**config.mk**
```make
export PLATFORM = sky130hd
export DESIGN_NAME = nixie_frame_and_acp_sequencer
export DESIGN_NICKNAME = d
export VERILOG_FILES = /design/src/design/nfs_pkg.sv /design/src/design/nixie_frame_and_acp_sequencer.sv /design/src/design/nfs_step.sv
export SDC_FILE = /design/constraint.sdc
export NUM_CORES = 1
export LEC_CHECK = 0
export BUFFER_PORTS_ARGS = -buffer_cell sky130_fd_sc_hd__buf_4
export CORE_UTILIZATION = 43
export CTS_CLUSTER_DIAMETER = 150
export CTS_CLUSTER_SIZE = 24
export DETAILED_ROUTE_END_ITERATION = 10
export GPL_ROUTABILITY_DRIVEN = 0
export PLACE_DENSITY_LB_ADDON = 0.3
export SYNTH_ARGS = -nofsm -noshare
export SYNTH_HDL_FRONTEND = slang
export SYNTH_SLANG_ARGS = --single-unit
```
**constraint.sdc**
```tcl
create_clock -name clk -period 13 [get_ports clk]
set_input_delay 0.65 -clock clk [delete_from_list [all_inputs] [get_ports clk]]
set_output_delay 0.65 -clock clk [all_outputs]
set_load 0.02 [all_outputs]
```
**src/design/nfs_pkg.sv**
```systemverilog
// shared types, codes and frame helpers for the nixie frame and acp sequencer
`default_nettype none

package nfs_pkg;

    localparam int DigitCount = 6;

    localparam logic [1:0] CMD_TICK   = 2'd0;
    localparam logic [1:0] CMD_DIGITS = 2'd1;
    localparam logic [1:0] CMD_DOTS   = 2'd2;

    localparam logic [1:0] MODE_NONE      = 2'd0;
    localparam logic [1:0] MODE_SINGLES   = 2'd1;
    localparam logic [1:0] MODE_PER_DIGIT = 2'd2;
    localparam logic [1:0] MODE_ROTATE    = 2'd3;

    localparam logic [1:0] REG_ACP_MODE       = 2'd0;
    localparam logic [1:0] REG_CYCLE_INTERVAL = 2'd1;
    localparam logic [1:0] REG_STEP_INTERVAL  = 2'd2;
    localparam logic [1:0] REG_MIN_UPDATE     = 2'd3;

    localparam logic [15:0] MIN_UPDATE_RESET = 16'd100;

    localparam logic [3:0] ROTATE_ADD [DigitCount] = '{4'd0, 4'd3, 4'd6, 4'd9, 4'd2, 4'd5};

    typedef struct packed {
        logic [31:0] now_ms;
        logic [63:0] shown_frame;
        logic [63:0] last_sent_frame;
        logic [31:0] last_send_time;
        logic        acp_active;
        logic [31:0] next_cycle_time;
        logic [31:0] next_step_time;
        logic [9:0]  acp_position;
    } state_t;

    typedef struct packed {
        logic [1:0]  acp_mode;
        logic [31:0] acp_cycle_interval;
        logic [31:0] acp_step_interval;
        logic [15:0] min_update_interval;
    } cfg_t;

    typedef struct packed {
        logic [1:0]                 cmd;
        logic [DigitCount-1:0][3:0] digit;
        logic [3:0]                 dots;
    } item_t;

    typedef struct packed {
        logic        valid;
        logic [63:0] frame;
        logic        is_acp;
    } result_t;

    function automatic logic [9:0] digit_code(input logic [3:0] val);
        logic [9:0] code;
        code = '0;
        if (val < 4'd10)
        begin
            code = 10'd1 << val;
        end
        return code;
    endfunction

    function automatic logic [63:0] put_digit(input logic [63:0] f, input logic [3:0] pos,
                                              input logic [3:0] val);
        logic [63:0] r;
        r = f;
        unique case (pos)
            4'd0: r[9:0]   = digit_code(val);
            4'd1: r[19:10] = digit_code(val);
            4'd2: r[29:20] = digit_code(val);
            4'd3: r[41:32] = digit_code(val);
            4'd4: r[51:42] = digit_code(val);
            4'd5: r[61:52] = digit_code(val);
            default: ;
        endcase
        return r;
    endfunction

endpackage

`default_nettype wire

```
**src/design/nixie_frame_and_acp_sequencer.sv**
```systemverilog
// top level: input register, sequencer state, configuration and output register
// an accepted transaction is held in the input register and its result, if any, in the output register
// throughput: one transaction per cycle while m_tready is high, set by the single
// registered pass through the step logic
// s_tready drops only while the output register holds a result that is not taken
// reset: asynchronous active low, clears state, configuration and both valid flags
`default_nettype none

module nixie_frame_and_acp_sequencer (
    input  logic        clk,
    input  logic        rst_n,
    input  logic        s_tvalid,
    output logic        s_tready,
    input  logic [31:0] s_tdata,   // digit_0 .. digit_5 (4 bits each), dots (4), zero pad
    input  logic [1:0]  s_tuser,   // command
    output logic        m_tvalid,
    input  logic        m_tready,
    output logic [63:0] m_tdata,   // frame
    output logic [0:0]  m_tuser,   // is_acp_frame
    input  logic        cfg_we,
    input  logic [1:0]  cfg_index,
    input  logic [31:0] cfg_data
);
    import nfs_pkg::*;

    logic        in_valid_reg;
    logic [1:0]  in_cmd_reg;
    logic [27:0] in_data_reg;
    state_t      state_reg;
    state_t      state_next;
    cfg_t        cfg_reg;
    logic        out_valid_reg;
    logic [63:0] out_frame_reg;
    logic        out_acp_reg;
    item_t       item;
    result_t     res;
    logic        advance;

    assign advance  = in_valid_reg && (!out_valid_reg || m_tready);
    assign s_tready = !in_valid_reg || advance;

    assign item.cmd   = in_cmd_reg;
    assign item.digit = in_data_reg[23:0];
    assign item.dots  = in_data_reg[27:24];

    nfs_step u_step (
        .st      (state_reg),
        .cfg     (cfg_reg),
        .item    (item),
        .st_next (state_next),
        .res     (res)
    );

    always_ff @(posedge clk or negedge rst_n)
    begin
        if (!rst_n)
        begin
            cfg_reg.acp_mode            <= MODE_NONE;
            cfg_reg.acp_cycle_interval  <= '0;
            cfg_reg.acp_step_interval   <= '0;
            cfg_reg.min_update_interval <= MIN_UPDATE_RESET;
        end
        else if (cfg_we)
        begin
            unique case (cfg_index)
                REG_ACP_MODE:       cfg_reg.acp_mode            <= cfg_data[1:0];
                REG_CYCLE_INTERVAL: cfg_reg.acp_cycle_interval  <= cfg_data;
                REG_STEP_INTERVAL:  cfg_reg.acp_step_interval   <= cfg_data;
                REG_MIN_UPDATE:     cfg_reg.min_update_interval <= cfg_data[15:0];
            endcase
        end
    end

    always_ff @(posedge clk or negedge rst_n)
    begin
        if (!rst_n)
        begin
            in_valid_reg  <= 1'b0;
            out_valid_reg <= 1'b0;
            state_reg     <= '0;
        end
        else
        begin
            if (s_tready)
            begin
                in_valid_reg <= s_tvalid;
            end
            if (advance)
            begin
                state_reg     <= state_next;
                out_valid_reg <= res.valid;
            end
            else if (m_tready)
            begin
                out_valid_reg <= 1'b0;
            end
        end
    end

    always_ff @(posedge clk)
    begin
        if (s_tvalid && s_tready)
        begin
            in_cmd_reg  <= s_tuser;
            in_data_reg <= s_tdata[27:0];
        end
        if (advance && res.valid)
        begin
            out_frame_reg <= res.frame;
            out_acp_reg   <= res.is_acp;
        end
    end

    assign m_tvalid   = out_valid_reg;
    assign m_tdata    = out_frame_reg;
    assign m_tuser[0] = out_acp_reg;

endmodule

`default_nettype wire

```
**src/design/nfs_step.sv**
```systemverilog
// next-state and result logic for one transaction of the sequencer
`default_nettype none

module nfs_step (
    input  nfs_pkg::state_t  st,
    input  nfs_pkg::cfg_t    cfg,
    input  nfs_pkg::item_t   item,
    output nfs_pkg::state_t  st_next,
    output nfs_pkg::result_t res
);
    import nfs_pkg::*;

    logic [31:0] now;
    logic [9:0]  p;
    logic        start;
    logic [31:0] nst;

    logic [19:0] prod100;
    logic [3:0]  d100;
    logic [9:0]  v100;
    logic [3:0]  dn;
    logic [3:0]  dw;
    logic [9:0]  wrap_pos;

    logic [13:0] prod10;
    logic [2:0]  d10;
    logic [5:0]  v10;

    logic [63:0] rot_frame;
    logic [31:0] since_send;

    assign now   = st.now_ms + 32'd1;
    assign p     = st.acp_position;
    assign start = !st.acp_active && (cfg.acp_mode != MODE_NONE) && (st.next_cycle_time <= now);
    assign nst   = start ? now : st.next_step_time;

    // p / 100 by reciprocal, exact for every 10-bit position
    assign prod100  = 20'(p) * 20'd656;
    assign d100     = prod100[19:16];
    assign v100     = p - (10'(d100) * 10'd100);
    assign dn       = d100 + 4'd1;
    assign dw       = (dn >= 4'd6) ? (dn - 4'd6) : dn;
    assign wrap_pos = 10'(dw) * 10'd100;

    // p / 10 by reciprocal, used for positions below sixty
    assign prod10 = 14'(p[5:0]) * 14'd205;
    assign d10    = prod10[13:11];
    assign v10    = p[5:0] - (6'(d10) * 6'd10);

    assign since_send = now - st.last_send_time;

    always_comb
    begin
        logic [4:0] sum;
        rot_frame = st.shown_frame;
        for (int i = 0; i < DigitCount; i++)
        begin
            sum = 5'(p[3:0]) + 5'(ROTATE_ADD[i]);
            if (sum >= 5'd10)
            begin
                sum = sum - 5'd10;
            end
            rot_frame = put_digit(rot_frame, 4'(i), sum[3:0]);
        end
    end

    always_comb
    begin
        st_next = st;
        res     = '0;
        unique case (item.cmd)
            CMD_DIGITS:
            begin
                for (int i = 0; i < DigitCount; i++)
                begin
                    st_next.shown_frame = put_digit(st_next.shown_frame, 4'(i), item.digit[i]);
                end
            end
            CMD_DOTS:
            begin
                st_next.shown_frame[30] = item.dots[0];
                st_next.shown_frame[31] = item.dots[1];
                st_next.shown_frame[62] = item.dots[2];
                st_next.shown_frame[63] = item.dots[3];
            end
            CMD_TICK:
            begin
                st_next.now_ms = now;
                if (st.acp_active || start)
                begin
                    if (start)
                    begin
                        st_next.last_sent_frame = ~st.shown_frame;
                        st_next.next_cycle_time = now + cfg.acp_cycle_interval;
                        st_next.acp_active      = 1'b1;
                        st_next.next_step_time  = now;
                    end
                    if (cfg.acp_mode == MODE_NONE)
                    begin
                        st_next.acp_active = 1'b0;
                    end
                    else if (nst <= now)
                    begin
                        unique case (cfg.acp_mode)
                            MODE_SINGLES:
                            begin
                                if (p > 10'd59)
                                begin
                                    st_next.acp_position = '0;
                                    st_next.acp_active   = 1'b0;
                                end
                                else
                                begin
                                    st_next.next_step_time = nst + cfg.acp_step_interval;
                                    st_next.acp_position   = p + 10'd1;
                                    res.valid  = 1'b1;
                                    res.is_acp = 1'b1;
                                    res.frame  = put_digit(st.shown_frame, 4'(d10), v10[3:0]);
                                end
                            end
                            MODE_PER_DIGIT:
                            begin
                                st_next.next_step_time = nst + cfg.acp_step_interval;
                                if (v100 > 10'd9)
                                begin
                                    st_next.acp_position = wrap_pos;
                                    st_next.acp_active   = 1'b0;
                                end
                                else
                                begin
                                    st_next.acp_position = p + 10'd1;
                                    res.valid  = 1'b1;
                                    res.is_acp = 1'b1;
                                    res.frame  = put_digit(st.shown_frame, d100, v100[3:0]);
                                end
                            end
                            MODE_ROTATE:
                            begin
                                if (p > 10'd9)
                                begin
                                    st_next.acp_position = '0;
                                    st_next.acp_active   = 1'b0;
                                end
                                else
                                begin
                                    st_next.next_step_time = nst + cfg.acp_step_interval;
                                    st_next.acp_position   = p + 10'd1;
                                    res.valid  = 1'b1;
                                    res.is_acp = 1'b1;
                                    res.frame  = rot_frame;
                                end
                            end
                            default: ;
                        endcase
                    end
                end
                else if ((st.shown_frame != st.last_sent_frame) &&
                         (since_send >= 32'(cfg.min_update_interval)))
                begin
                    st_next.last_sent_frame = st.shown_frame;
                    st_next.last_send_time  = now;
                    res.valid  = 1'b1;
                    res.is_acp = 1'b0;
                    res.frame  = st.shown_frame;
                end
            end
            default: ;
        endcase
    end

endmodule

`default_nettype wire

```
==> summary.md <==
| Metric | Value |
|---|---|
| Post-synth cell types | `110` |
| Setup bufs post-CTS | `0` |
| Most frequent cell after synthesis | `nand2_1` |
| Gr usage total | `22.9%` |
| Leakage power | `14.3 nW` |
| Register area share after synthesis | `37.4%` |
| CTS Buffer Depth | `3` |
| Synth area leader | `dfrtp_1` |
| Startpoint class of the critical path | `flop` |
| Die ar. | `73400 um^2` |
| Initial Util | `about 44%` |
| Relative slew slack | `approximately 16%` |
| Core Region | `roughly 70000 um^2` |
| TritonCTS Buffers | `22` |
| DRC | `0` |
| Worst skew pair latency | `0.59 ns` |
| CTS Hold Bufs | `0` |
| Seq cells post-synth | `446` |
| HPWL Detailed | `between 60000 and 70000 um` |
| Critical path class | `flop to flop` |
| Die Height | `between 200 and 300 um` |
| Run status | `finished clean` |
| Worst path max stage delay | `between 0.7 and 0.8 ns` |
| Vias per inst | `about 5.8` |
| Placed insts | `4245` |
| Post-synth EDFFs | `95` |
| Root buffer cell | `clkbuf_16` |
| Warnings from Yosys | `0` |
| Final min period | `around 11 ns` |
| Maximum vdd drop | `0.148 mV` |
| Max Fclk | `approximately 0.094 GHz` |
| CP Capture Type | `flop` |
| First-pass GRT wire length | `about 130000 um` |
| Synth-to-Final Area Change | `7.66%` |
| Post-route ant nets | `0` |
| Final Setup Violations | `0` |
| CTS tree | `yes` |
| Vias in the first global route | `23.8k` |
| Final Non-Filler Cells | `4285` |
| Initial antenna violation count | `0` |
| Grt ovf | `0` |
| Crit Path Max Fanout | `60` |
| Period Utilization, post-route | `82.0%` |
| Post-synth top area share | `between 20 and 30%` |
| Antenna cells | `0` |
| Unrepaired setup endpoints after global routing | `no` |
| Mean cell area of the mapped netlist | `9.51 um^2` |
| Row count | `a little under 100` |
| Clock Skew | `~0.022 ns` |
| Max-Cap Viols | `0` |
| Largest register FFs | `around 270` |
| Final #Nets | `between 3k and 4k` |
| Die W | `approximately 270 um` |
| Wirelength per Cell | `approximately 20 um` |
| Post-cts repair resize count | `0` |
| FF-to-FF setup slack | `roughly 2.3 ns` |
| Final hold viol count | `0` |
| Top cells by count, synth | `358 x nand2_1, 348 x dfrtp_1, 272 x a21oi_1` |
| Synthesized area | `between 30000 and 40000 um^2` |
| Synth top area cells | `dfrtp_1 28%, ha_1 11%, edfxtp_1 9.2%` |
| Vias | `24.8k` |
| Clk pin slew, worst setup/hold paths | `~0.1 ns` |
| Syn Nets | `3632` |
| PwrDens | `between 200 and 250 nW/um^2` |
| Critical Path RT | `between 10 and 15 ns` |
| I/O pin total | `between 100 and 150` |
| Max-slew violation count | `0` |
| Routed WL | `between 80000 and 90000 um` |
| Slowest-stage cell, CP | `and2b_2` |
| Share of cells above drive strength 1 | `between 10% and 20%` |
| Asr flop ratio synth | `78.7%` |
| Slew @ Worst Pin | `about 1.2 ns` |
| Crit path arrival time | `between 10 and 15 ns` |
| H-tree depth | `1` |
| CP dominant cell by count | `nor2_1` |
| Clock sink count | `446` |
| Synth Flop Type | `dfrtp_1` |
| DRT iter0 DRCs | `2207` |
| Total Neg Setup Slack | `0 ns` |
| Port bufs | `around 140` |
| Hold Crit Class | `primary input to async pin` |
| Gate Count Post-Synth | `between 3k and 4k` |
| Largest net degree at the start of global routing | `170` |
| DR pass1 iterations | `6` |
## worst max-delay path, delay by kind of cell, from the launching register on
kind,cells,cell delay [ns]
AO/OA/AOI/OAI,11,2.65
XOR/XNOR,1,0.51
adder cells (fa/ha/maj),3,0.88
buffers and inverters,4,1.33
flip-flops,1,0.41
AND/OR/NAND/NOR,15,4.40
## where the power goes
group          leakage [nW]  total (mW)  internal (mW)  switching, mW
combinational          8.69        4.91           1.96           2.95
sequential             5.30        2.09           1.79          0.302
clock                 0.318       0.820          0.348          0.472
total                  14.3        7.82           4.10           3.72
## placed cells by master (no fill, tap or decap), types with 60 or more instances in the layout
cell type  count
nand2_1      356
dfrtp_1      348
a21oi_1      271
ha_1         271
nor2_1       228
buf_4        160
o21ai_0      151
inv_1        150
xor2_1       130
xnor2_1      120
edfxtp_1      95
mux2_2        89
o221a_1       64
nand3_1       60
## cells by family after synthesis
logic type | count (synthesis) | synth area share (%)
compound gates | 911 | 20.0
simple gates | 935 | 14.1
fa+ha+maj | 288 | 12.0
flops | 446 | 37.4
buf+inv | 292 | 4.28
mux | 148 | 5.12
xor+xnor | 251 | 7.11
## path summary, 6_finish.rpt
| kind | startpoint | endpoint | cells past startpoint |
|---|---|---|---|
| max in group asynchronous | rst_n | state_reg[263] | 2 |
| min in group clk | s_tdata[21] | in_data_reg[21] | 1 |
| max | state_reg[235] | m_tdata[34] | 34 |
| max reg2reg | state_reg[235] | m_tdata[34] | 34 |
| min | rst_n | state_reg[0] | 1 |
| min reg2reg | state_reg[17] | state_reg[17] | 2 |
## cell type report
class | count | area, um^2
Multi-Input combinational cell | 2533 | 18200
Inverter | 154 | 578
Clock inverter | 1 | 8.76
Sequential cell | 446 | 11600
Timing Repair Buffer | 162 | 1240
Tap cell | 950 | 1190
Clock buffer | 39 | 657
Fill cell | 6864 | 38000
## per-layer routing
metal | wire (um) | GRT usage (%) | part of all wire, % | vias to the layer above
li1 | - | - | - | 12000
met4 | 3650 | 8.71 | 4.3 | 0
met5 | 0 | 0 | 0 | -
met1 | 37800 | 31.0 | 44 | 11900
met3 | 4780 | 2.51 | 5.6 | 165
met2 | 38800 | 37.4 | 46 | 743
## through the flow
| step | setup slack, ns | total power [mW] | instance area (um^2) | util (%) | hold WS (ns) |
|---|---|---|---|---|---|
| floorplan | 3.09 | 5.70 | 31100 | - | 0.354 |
| global placement | 2.59 | 6.86 | 32800 | 45.9 | 0.451 |
| detailed placement | 2.44 | 6.93 | 32800 | 45.9 | 0.456 |
| CTS | 2.38 | 7.77 | 33500 | 46.8 | 0.157 |
| global route | 1.74 | 8.47 | 33500 | 46.8 | 0.201 |
| finish | 2.34 | 7.82 | 33500 | 46.8 | 0.115 |
Note: power is estimated with default switching activity, not from simulation.
